[src/rtl/core/lwed_pkg.sv]
// Shared types, codes and field widths of the light window event detector.
`timescale 1ns / 1ps

package lwed_pkg;

  // Fixed field widths of the item and result ports.
  localparam int SAMPLE_W    = 20;
  localparam int MARGIN_W    = 16;
  localparam int OPCODE_W    = 2;
  localparam int FREQ_W      = 8;
  localparam int SLOT_PORT_W = 4;
  localparam int STATUS_W    = 2;
  localparam int BITS_W      = 16;

  // Noise margin after reset.
  localparam logic [MARGIN_W-1:0] MARGIN_RESET = 16'd1000;

  // Item opcodes; the fourth code is ignored.
  localparam logic [OPCODE_W-1:0] OP_SIGNAL = 2'd0;
  localparam logic [OPCODE_W-1:0] OP_CREATE = 2'd1;
  localparam logic [OPCODE_W-1:0] OP_QUERY  = 2'd2;
  localparam logic [OPCODE_W-1:0] OP_UNUSED = 2'd3;

  // Result status codes.
  localparam logic [STATUS_W-1:0] STATUS_OK       = 2'd0;
  localparam logic [STATUS_W-1:0] STATUS_FULL     = 2'd1;
  localparam logic [STATUS_W-1:0] STATUS_NO_EVENT = 2'd2;

  // Sequencer states.
  typedef enum logic [2:0] {
    ST_IDLE,
    ST_WRITE,
    ST_SETUP,
    ST_SCAN,
    ST_REPORT
  } lwed_state_t;

  // Sample ring port controls.
  typedef struct packed {
    logic wr_en;
    logic rd_en;
  } ring_ctrl_t;

  // Compare unit controls.
  typedef struct packed {
    logic setup;
    logic accumulate;
  } qual_ctrl_t;

endpackage

[src/rtl/core/lwed_ring.sv]
// Sample ring memory with write pointer, fill count and registered read port.
`timescale 1ns / 1ps

module lwed_ring
  import lwed_pkg::*;
#(
  parameter int WINDOW_SIZE = 32
) (
  input  logic                  clk,
  input  logic                  rst,
  input  ring_ctrl_t            ring_ctl,
  input  logic [SAMPLE_W-1:0]   wr_data,
  input  logic [(WINDOW_SIZE > 1 ? $clog2(WINDOW_SIZE) : 1)-1:0] rd_addr,
  output logic [SAMPLE_W-1:0]   rd_sample,
  output logic                  rd_last
);

  localparam int AW = (WINDOW_SIZE > 1) ? $clog2(WINDOW_SIZE) : 1;
  localparam int CW = $clog2(WINDOW_SIZE + 1);

  logic [SAMPLE_W-1:0] mem [WINDOW_SIZE];
  logic [AW-1:0]       wp;
  logic [CW-1:0]       fill;
  logic [SAMPLE_W-1:0] rd_data;
  logic                rd_filled;

  // Write pointer and fill count; entries at or above the fill count still read as zero.
  always_ff @(posedge clk) begin
    if (rst) begin
      wp   <= '0;
      fill <= '0;
    end else if (ring_ctl.wr_en) begin
      wp <= (wp == AW'(WINDOW_SIZE - 1)) ? '0 : AW'(wp + AW'(1));
      if (fill != CW'(WINDOW_SIZE)) begin
        fill <= CW'(fill + CW'(1));
      end
    end
  end

  // Memory write port.
  always_ff @(posedge clk) begin
    if (ring_ctl.wr_en) begin
      mem[wp] <= wr_data;
    end
  end

  // Registered read port, with the fill test and last-entry mark taken alongside.
  always_ff @(posedge clk) begin
    if (ring_ctl.rd_en) begin
      rd_data   <= mem[rd_addr];
      rd_filled <= CW'(rd_addr) < fill;
      rd_last   <= rd_addr == AW'(WINDOW_SIZE - 1);
    end
  end

  assign rd_sample = rd_filled ? rd_data : '0;

endmodule

[src/rtl/core/lwed_qual.sv]
// Shared compare unit: threshold, per-sample compare and qualifying-sample count.
`timescale 1ns / 1ps

module lwed_qual
  import lwed_pkg::*;
#(
  parameter int WINDOW_SIZE = 32
) (
  input  logic                                   clk,
  input  qual_ctrl_t                             qual_ctl,
  input  logic [MARGIN_W-1:0]                    noise_margin,
  input  logic [SAMPLE_W-1:0]                    level,
  input  logic [$clog2(WINDOW_SIZE + 1)-1:0]     needed,
  input  logic [SAMPLE_W-1:0]                    sample,
  output logic                                   holds
);

  localparam int CW = $clog2(WINDOW_SIZE + 1);

  logic [SAMPLE_W-1:0] threshold;
  logic [CW-1:0]       needed_r;
  logic [CW-1:0]       hits;
  logic [SAMPLE_W-1:0] margin_ext;
  logic                qualifies;
  logic [CW-1:0]       hits_total;

  assign margin_ext = SAMPLE_W'(noise_margin);

  // Per-slot setup: a margin at or above the level lets every sample through.
  always_ff @(posedge clk) begin
    if (qual_ctl.setup) begin
      threshold <= (level > margin_ext) ? SAMPLE_W'(level - margin_ext) : '0;
      needed_r  <= needed;
      hits      <= '0;
    end else if (qual_ctl.accumulate) begin
      hits <= hits_total;
    end
  end

  // One compare per cycle; the count never passes the window size.
  assign qualifies  = sample >= threshold;
  assign hits_total = CW'(hits + CW'(qualifies));
  assign holds      = hits_total >= needed_r;

endmodule

[src/rtl/core/lwed_ctrl.sv]
// Sequencer, event slot table, condition bits and result registers.
`timescale 1ns / 1ps

module lwed_ctrl
  import lwed_pkg::*;
#(
  parameter int WINDOW_SIZE = 32,
  parameter int EVENT_SLOTS = 16
) (
  input  logic                                   clk,
  input  logic                                   rst,
  input  logic                                   start,
  input  logic [OPCODE_W-1:0]                    opcode,
  input  logic [SAMPLE_W-1:0]                    intensity_value,
  input  logic [FREQ_W-1:0]                      frequency_request,
  input  logic [SLOT_PORT_W-1:0]                 event_slot,
  output logic                                   busy,
  output logic                                   result_valid,
  output logic [STATUS_W-1:0]                    status,
  output logic [SLOT_PORT_W-1:0]                 slot_assigned,
  output logic [BITS_W-1:0]                      condition_bits,
  output logic                                   condition_flag,
  output ring_ctrl_t                             ring_ctl,
  output logic [SAMPLE_W-1:0]                    wr_data,
  output logic [(WINDOW_SIZE > 1 ? $clog2(WINDOW_SIZE) : 1)-1:0] rd_addr,
  input  logic                                   rd_last,
  output qual_ctrl_t                             qual_ctl,
  output logic [SAMPLE_W-1:0]                    level,
  output logic [$clog2(WINDOW_SIZE + 1)-1:0]     needed,
  input  logic                                   holds
);

  localparam int AW = (WINDOW_SIZE > 1) ? $clog2(WINDOW_SIZE) : 1;
  localparam int CW = $clog2(WINDOW_SIZE + 1);
  localparam int SW = (EVENT_SLOTS > 1) ? $clog2(EVENT_SLOTS) : 1;
  localparam int NW = $clog2(EVENT_SLOTS + 1);

  lwed_state_t state, state_next;

  // Latched item.
  logic [OPCODE_W-1:0]    op_r;
  logic [SAMPLE_W-1:0]    value_r;
  logic [CW-1:0]          need_r;
  logic [SLOT_PORT_W-1:0] query_slot_r;

  // Slot table and sequencer counters.
  logic [SAMPLE_W-1:0]    level_mem [EVENT_SLOTS];
  logic [CW-1:0]          need_mem  [EVENT_SLOTS];
  logic [EVENT_SLOTS-1:0] valid_bits;
  logic [EVENT_SLOTS-1:0] cond_bits;
  logic [NW-1:0]          next_slot;
  logic [SW-1:0]          slot_idx;
  logic [AW-1:0]          scan_addr;

  // Sequencer strobes.
  logic load;
  logic slot_set;
  logic slot_cond;
  logic slot_adv;
  logic scan_start;
  logic scan_step;
  logic create_ok;
  logic report;

  logic                   table_full;
  logic                   last_slot;
  logic                   query_ok;
  logic [SW-1:0]          ns_idx;
  logic [SW-1:0]          q_idx;
  logic [BITS_W-1:0]      gathered;
  logic [STATUS_W-1:0]    res_status;
  logic [SLOT_PORT_W-1:0] res_assigned;
  logic                   res_flag;
  logic [FREQ_W-1:0]      freq_clamped;

  assign busy    = state != ST_IDLE;
  assign wr_data = value_r;
  assign level   = level_mem[slot_idx];
  assign needed  = need_mem[slot_idx];

  assign table_full = next_slot >= NW'(EVENT_SLOTS);
  assign ns_idx     = next_slot[SW-1:0];
  assign q_idx      = query_slot_r[SW-1:0];
  assign last_slot  = NW'(NW'(slot_idx) + NW'(1)) == next_slot;
  assign query_ok   = ({1'b0, query_slot_r} < (SLOT_PORT_W + 1)'(EVENT_SLOTS))
                      && valid_bits[q_idx];
  assign freq_clamped = (frequency_request > FREQ_W'(WINDOW_SIZE))
                        ? FREQ_W'(WINDOW_SIZE) : frequency_request;

  // Condition bits of all slots, invalid slots reading zero.
  always_comb begin
    gathered = '0;
    for (int s = 0; s < EVENT_SLOTS; s++) begin
      gathered[s] = valid_bits[s] & cond_bits[s];
    end
  end

  // State register.
  always_ff @(posedge clk) begin
    if (rst) begin
      state <= ST_IDLE;
    end else begin
      state <= state_next;
    end
  end

  // Next state and sequencer outputs.
  always_comb begin
    state_next   = state;
    ring_ctl     = '0;
    qual_ctl     = '0;
    rd_addr      = scan_addr;
    load         = 1'b0;
    slot_set     = 1'b0;
    slot_cond    = 1'b0;
    slot_adv     = 1'b0;
    scan_start   = 1'b0;
    scan_step    = 1'b0;
    create_ok    = 1'b0;
    report       = 1'b0;
    res_status   = STATUS_OK;
    res_assigned = '0;
    res_flag     = 1'b0;
    case (state)
      ST_IDLE: begin
        if (start) begin
          load       = 1'b1;
          state_next = (opcode == OP_SIGNAL) ? ST_WRITE : ST_REPORT;
        end
      end
      ST_WRITE: begin
        ring_ctl.wr_en = 1'b1;
        state_next     = (next_slot == '0) ? ST_REPORT : ST_SETUP;
      end
      ST_SETUP: begin
        if (needed == '0) begin
          // A zero count always holds; no scan is needed.
          slot_set   = 1'b1;
          slot_cond  = 1'b1;
          slot_adv   = 1'b1;
          state_next = last_slot ? ST_REPORT : ST_SETUP;
        end else begin
          qual_ctl.setup = 1'b1;
          ring_ctl.rd_en = 1'b1;
          rd_addr        = '0;
          scan_start     = 1'b1;
          state_next     = ST_SCAN;
        end
      end
      ST_SCAN: begin
        if (rd_last) begin
          slot_set   = 1'b1;
          slot_cond  = holds;
          slot_adv   = 1'b1;
          state_next = last_slot ? ST_REPORT : ST_SETUP;
        end else begin
          qual_ctl.accumulate = 1'b1;
          ring_ctl.rd_en      = 1'b1;
          scan_step           = 1'b1;
        end
      end
      ST_REPORT: begin
        report     = 1'b1;
        state_next = ST_IDLE;
        case (op_r)
          OP_CREATE: begin
            if (table_full) begin
              res_status = STATUS_FULL;
            end else begin
              create_ok    = 1'b1;
              res_assigned = SLOT_PORT_W'(next_slot);
            end
          end
          OP_QUERY: begin
            if (query_ok) begin
              res_flag = cond_bits[q_idx];
            end else begin
              res_status = STATUS_NO_EVENT;
            end
          end
          default: begin
            res_status = STATUS_OK;
          end
        endcase
      end
      default: begin
        state_next = ST_IDLE;
      end
    endcase
  end

  // Slot valid and condition bits, fill count of the slot table, result strobe.
  always_ff @(posedge clk) begin
    if (rst) begin
      valid_bits   <= '0;
      cond_bits    <= '0;
      next_slot    <= '0;
      result_valid <= 1'b0;
    end else begin
      result_valid <= report;
      if (slot_set) begin
        cond_bits[slot_idx] <= slot_cond;
      end
      if (create_ok) begin
        valid_bits[ns_idx] <= 1'b1;
        cond_bits[ns_idx]  <= 1'b0;
        next_slot          <= NW'(next_slot + NW'(1));
      end
    end
  end

  // Item latch, slot table contents, counters and result payload.
  always_ff @(posedge clk) begin
    if (load) begin
      op_r         <= opcode;
      value_r      <= intensity_value;
      need_r       <= CW'(freq_clamped);
      query_slot_r <= event_slot;
      slot_idx     <= '0;
    end else if (slot_adv) begin
      slot_idx <= SW'(slot_idx + SW'(1));
    end
    if (scan_start) begin
      scan_addr <= (WINDOW_SIZE > 1) ? AW'(1) : '0;
    end else if (scan_step) begin
      scan_addr <= AW'(scan_addr + AW'(1));
    end
    if (create_ok) begin
      level_mem[ns_idx] <= value_r;
      need_mem[ns_idx]  <= need_r;
    end
    if (report) begin
      status         <= res_status;
      slot_assigned  <= res_assigned;
      condition_bits <= gathered;
      condition_flag <= res_flag;
    end
  end

endmodule

[src/rtl/core/light_window_event_detector.sv]
// Top level of the light window event detector.
//
//   channel   direction  handshake                    payload
//   item      in         start, accepted when !busy   opcode, intensity_value,
//                                                     frequency_request, event_slot
//   result    out        result_valid, one cycle      status, slot_assigned,
//                                                     condition_bits, condition_flag
//   config    in         cfg_valid / cfg_ready        cfg_data (noise margin)
//
// Create, query and unused items go from the transfer straight to the report state;
// the result strobe is registered from it. A signal item writes its sample, then the
// single comparator walks the sample ring one entry a cycle for each created slot, or
// settles a zero-count slot at once. busy is low again in the cycle of the strobe.
// Reset is synchronous and clears the ring fill count, the slot table and the margin
// (to 1000). The receiver cannot stall; each result is shown for exactly one cycle.
`timescale 1ns / 1ps

module light_window_event_detector
  import lwed_pkg::*;
#(
  parameter int WINDOW_SIZE = 32,
  parameter int EVENT_SLOTS = 16
) (
  input  logic                   clk,
  input  logic                   rst,
  input  logic                   start,
  output logic                   busy,
  input  logic [OPCODE_W-1:0]    opcode,
  input  logic [SAMPLE_W-1:0]    intensity_value,
  input  logic [FREQ_W-1:0]      frequency_request,
  input  logic [SLOT_PORT_W-1:0] event_slot,
  output logic                   result_valid,
  output logic [STATUS_W-1:0]    status,
  output logic [SLOT_PORT_W-1:0] slot_assigned,
  output logic [BITS_W-1:0]      condition_bits,
  output logic                   condition_flag,
  input  logic                   cfg_valid,
  output logic                   cfg_ready,
  input  logic [MARGIN_W-1:0]    cfg_data
);

  localparam int AW = (WINDOW_SIZE > 1) ? $clog2(WINDOW_SIZE) : 1;
  localparam int CW = $clog2(WINDOW_SIZE + 1);

  logic [MARGIN_W-1:0] noise_margin;
  ring_ctrl_t          ring_ctl;
  qual_ctrl_t          qual_ctl;
  logic [SAMPLE_W-1:0] wr_data;
  logic [AW-1:0]       rd_addr;
  logic [SAMPLE_W-1:0] rd_sample;
  logic                rd_last;
  logic [SAMPLE_W-1:0] level;
  logic [CW-1:0]       needed;
  logic                holds;

  // Noise margin register; the write channel is always open.
  assign cfg_ready = 1'b1;

  always_ff @(posedge clk) begin
    if (rst) begin
      noise_margin <= MARGIN_RESET;
    end else if (cfg_valid && cfg_ready) begin
      noise_margin <= cfg_data;
    end
  end

  lwed_ctrl #(
    .WINDOW_SIZE (WINDOW_SIZE),
    .EVENT_SLOTS (EVENT_SLOTS)
  ) u_ctrl (
    .clk               (clk),
    .rst               (rst),
    .start             (start),
    .opcode            (opcode),
    .intensity_value   (intensity_value),
    .frequency_request (frequency_request),
    .event_slot        (event_slot),
    .busy              (busy),
    .result_valid      (result_valid),
    .status            (status),
    .slot_assigned     (slot_assigned),
    .condition_bits    (condition_bits),
    .condition_flag    (condition_flag),
    .ring_ctl          (ring_ctl),
    .wr_data           (wr_data),
    .rd_addr           (rd_addr),
    .rd_last           (rd_last),
    .qual_ctl          (qual_ctl),
    .level             (level),
    .needed            (needed),
    .holds             (holds)
  );

  lwed_ring #(
    .WINDOW_SIZE (WINDOW_SIZE)
  ) u_ring (
    .clk       (clk),
    .rst       (rst),
    .ring_ctl  (ring_ctl),
    .wr_data   (wr_data),
    .rd_addr   (rd_addr),
    .rd_sample (rd_sample),
    .rd_last   (rd_last)
  );

  lwed_qual #(
    .WINDOW_SIZE (WINDOW_SIZE)
  ) u_qual (
    .clk          (clk),
    .qual_ctl     (qual_ctl),
    .noise_margin (noise_margin),
    .level        (level),
    .needed       (needed),
    .sample       (rd_sample),
    .holds        (holds)
  );

endmodule

[config.mk]
export PLATFORM = sky130hd
export DESIGN_NAME = light_window_event_detector
export DESIGN_NICKNAME = d
export VERILOG_FILES = /design/src/rtl/core/lwed_pkg.sv /design/src/rtl/core/lwed_ring.sv /design/src/rtl/core/lwed_qual.sv /design/src/rtl/core/lwed_ctrl.sv /design/src/rtl/core/light_window_event_detector.sv
export SDC_FILE = /design/constraint.sdc
export NUM_CORES = 1
export LEC_CHECK = 0
export BUFFER_PORTS_ARGS = -buffer_cell sky130_fd_sc_hd__clkbuf_2
export CAP_MARGIN = 20
export CORE_ASPECT_RATIO = 1.75
export CORE_UTILIZATION = 40
export CTS_CLUSTER_SIZE = 40
export DETAILED_ROUTE_END_ITERATION = 8
export HOLD_SLACK_MARGIN = 0.03
export REMOVE_ABC_BUFFERS = 1
export SKIP_CTS_REPAIR_TIMING = 1
export SLEW_MARGIN = 10
export SYNTH_ARGS = -nofsm -noshare
export SYNTH_HDL_FRONTEND = slang
export SYNTH_SLANG_ARGS = --single-unit
[constraint.sdc]
create_clock -name clk -period 5.9 [get_ports clk]
set_input_delay 1.475 -clock clk [delete_from_list [all_inputs] [get_ports clk]]
set_output_delay 1.475 -clock clk [all_outputs]
set_load 0.005 [all_outputs]
==> results.json <==
{
  "status": "complete, no violations",
  "post-place-ws_ns": 0.904,
  "critPathRequiredTime_ns": 6.38,
  "timing.rr.end": "u_ring.rd_data[19]",
  "synth_ff_type": "edfxtp_1",
  "synthDistinctLibCells": 73,
  "p_leak_nw": 18.3,
  "grt_start_max_net_pins": 59,
  "worst_setup_path_start_kind": "flop",
  "rsz0062_at_grt": "false",
  "antenna_found_initial": 2,
  "finalPower_mw": 19.1,
  "period_minus_slack_ns": 4.99,
  "crit_type": "flop to flop",
  "final.setup_skew_ns": 0.0462,
  "core_um2": 123000,
  "drcViolationCount": 0,
  "cp.arrival_ns": 5.47,
  "dr_total_vias": 25959,
  "clkLatencyLatePin_ns": 0.73,
  "min-delay-start": "u_qual.hits[0]",
  "ys_seq_area_share_pct": 73.9,
  "syn_to_final_growth_pct": 13.3,
  "gp_congestion": 0.933,
  "cts_made_buffers": 104,
  "wl_per_cell_um": 28.0,
  "cts_tree": "built",
  "layout-drive-gt1-share_pct": 23.7,
  "fin_cells": 4623,
  "busiest_layer": "met2",
  "ys_warn_count": 0,
  "h-tree-depth": 3,
  "grt_overflow": 0,
  "clk_pin_slew_ns": 0.07,
  "dp_cells": 4427,
  "finalHoldViolCount": 0,
  "ys_async_sr_fraction_pct": 0,
  "fp.dieW_um": 268,
  "drt_pre_antenna_iters": 5,
  "min_path_cells": 2,
  "end_kind": "flop",
  "dpl_cell_area_um2": 52400,
  "fin_ws_ns": 0.906,
  "min_path_type": "flop to flop",
  "layout.nets": 3021,
  "clock_path_buffers": 3,
  "worst_pin_slew_ns": 1.02,
  "r2r_cells": 11,
  "grt_pass1_vias": 27180,
  "io_pins": 80,
  "setup_tns_ns": 0,
  "synth_edf_count": 1159,
  "grt_pass1_wl_mm": 186,
  "numPortBuffers": 78,
  "initial_core_util_pct": 40.3,
  "syn_inst": 2743,
  "ir_worst_vdd_uv": 233,
  "dpl.hpwl_mm": 82.6,
  "drv_cap": 0,
  "gr-usage-all-layers_pct": 20.8,
  "std_cell_rows": 170,
  "layout_worst_path_cycle_share_pct": 84.6,
  "use_met3_pct": 2.85,
  "use_met2_pct": 38.1,
  "die_h_um": 467,
  "final_area_um2": 56100,
  "slew_viol_final": 0,
  "finalSetupViolations": 0,
  "pwr_density_cell_nw_per_um2": 340,
  "slew_headroom_pct": 31.8,
  "fmax_mhz": 200,
  "drt_wl_total_mm": 129,
  "dieArea_um2": 125000,
  "ys_ff_latch": 1246,
  "holdPathEnd": "u_qual.hits[0]",
  "synth_area_um2": 49500,
  "clkSinkCount": 1246,
  "r2r_setup_slack_ns": 0.91,
  "drtAntennaViolNets": 0,
  "viasPerCell": 5.62,
  "drt_first_iter_violations": 2335,
  "gr-usage-met1_pct": 22.6,
  "syn-mean-instance-area_um2": 18.0,
  "root_buffer": "clkbuf_16",
  "path_max_fanout": 38
}
==> stage by stage <==
stage | hold slack (ns) | util [%]
6_report | 0.473 | 45.7
5_1_grt | 0.508 | 45.7
4_1_cts | 0.472 | 45.7
3_5_place_dp | 0.463 | 42.7
3_3_place_gp | 0.450 | 42.6
2_1_floorplan | 0.441 | -
==> final cells by class <==
cell class | instances | area, um2
Inverter | 68 | 255
Clock buffer | 129 | 2790
Timing Repair Buffer | 191 | 1330
Antenna cell | 2 | 5.00
Multi-Input combinational cell | 1289 | 12200
Fill cell | 10420 | 66700
Sequential cell | 1246 | 36600
Tap cell | 1634 | 2040
Clock inverter | 64 | 882
==> synthesized netlist by cell type (5+ instances only) <==
cell type	count	area share, %
inv_1	67	0.51
nor2_1	214	1.6
a32oi_1	19	0.34
xnor2_1	22	0.39
clkbuf_1	90	0.68
a21o_1	13	0.20
and3_1	13	0.16
a31oi_1	5	0.063
buf_6	6	0.14
nand2_1	77	0.58
mux2_2	78	1.8
o2bb2ai_1	19	0.34
o211ai_1	48	0.73
and2_1	60	0.76
nand4_1	12	0.15
mux2i_1	74	1.5
nor3_1	21	0.21
dfxtp_1	87	3.5
nand3b_1	8	0.12
a21oi_1	72	0.73
nand3_1	16	0.16
nor2b_1	11	0.14
o22ai_1	56	0.71
xor2_1	15	0.27
buf_2	17	0.17
mux4_2	195	8.9
edfxtp_1	1159	70
o21ai_0	21	0.21
buf_1	24	0.18
a22oi_1	8	0.12
o221ai_1	38	0.67
nand2b_1	12	0.15
a211o_1	19	0.34
nor3b_1	18	0.27
ha_1	66	1.7
==> cell usage in the layout (no fill, tap or decap), types with 22 or more instances in the layout <==
cell type and instances:
a21oi_1 72, and2_1 47, buf_4 101, clkbuf_16 107, clkbuf_2 78, dfxtp_1 82, edfxtp_1 1159, ha_1 66
inv_1 67, mux2_2 78, mux2i_1 74, mux4_2 195, nand2_1 77, nor2_1 184, nor2_2 29, o211ai_1 48
o221ai_1 38, o22ai_1 55, xnor2_1 22
==> routing by layer <==
layer  up-vias  wire, um
li1      11217         -
met1     13520     45300
met2       929     69700
met3       293      5820
met4         0      8480
met5         -         0
==> cells by family after synthesis <==
logic type	synth area share (%)
mux	12.2
xor+xnor	0.655
other cells	0.00758
compound gates	5.09
flops	73.9
simple gates	4.77
fa+ha+maj	1.71
buf+inv	1.74
==> power by group <==
group | internal [mW] | leakage, nW | total, mW | switching, mW
Combinational | 0.649 | 5.38 | 1.74 | 1.09
Sequential | 9.77 | 11.2 | 9.90 | 0.129
Clock | 4.18 | 1.78 | 7.42 | 3.24
==> worst max-delay path, cell delays in order (launching register included) <==
cell and delay [ns]:
dfxtp_4 0.60, buf_4 0.38, mux4_2 0.55, a22oi_1 0.29, nand2_1 0.25, or4_4 0.51, o21ai_4 0.39, nand3_1 0.13
buf_4 0.35, o221ai_1 0.66, o22ai_1 0.25, a211o_1 0.32
==> registers in the layout, summed over array words and instances (netlist names), 2 cells and up, named ones only <==
name,cells
u_ctrl.state,3
u_ctrl.need_mem,96
u_ctrl.q_idx,4
u_ctrl.op_r,2
noise_margin,16
u_ring.fill,6
u_qual.hits,6
u_ctrl.scan_addr,5
u_ctrl.cond_bits,16
u_ctrl.valid_bits,16
u_ring.wp,5
u_ctrl.level_mem,320
u_qual.threshold,20
u_ctrl.slot_assigned,4
u_ring.rd_data,20
u_qual.needed_r,6
u_ctrl.wr_data,20
u_ctrl.status,2
u_ctrl.condition_bits,16
u_ring.mem,640
u_ctrl.slot_idx,4
u_ctrl.need_r,6
u_ctrl.next_slot,5
==> worst max path at each step <==
stage	to	depth (start not counted)
after floorplan	u_ring.rd_data[18]	6
after global placement	u_qual.threshold[17]	16
after detailed placement	u_qual.threshold[17]	14
after CTS	u_qual.threshold[17]	14
after global routing	u_qual.threshold[17]	16
final	u_ring.rd_data[19]	11
(Power assumes the default switching activity.)
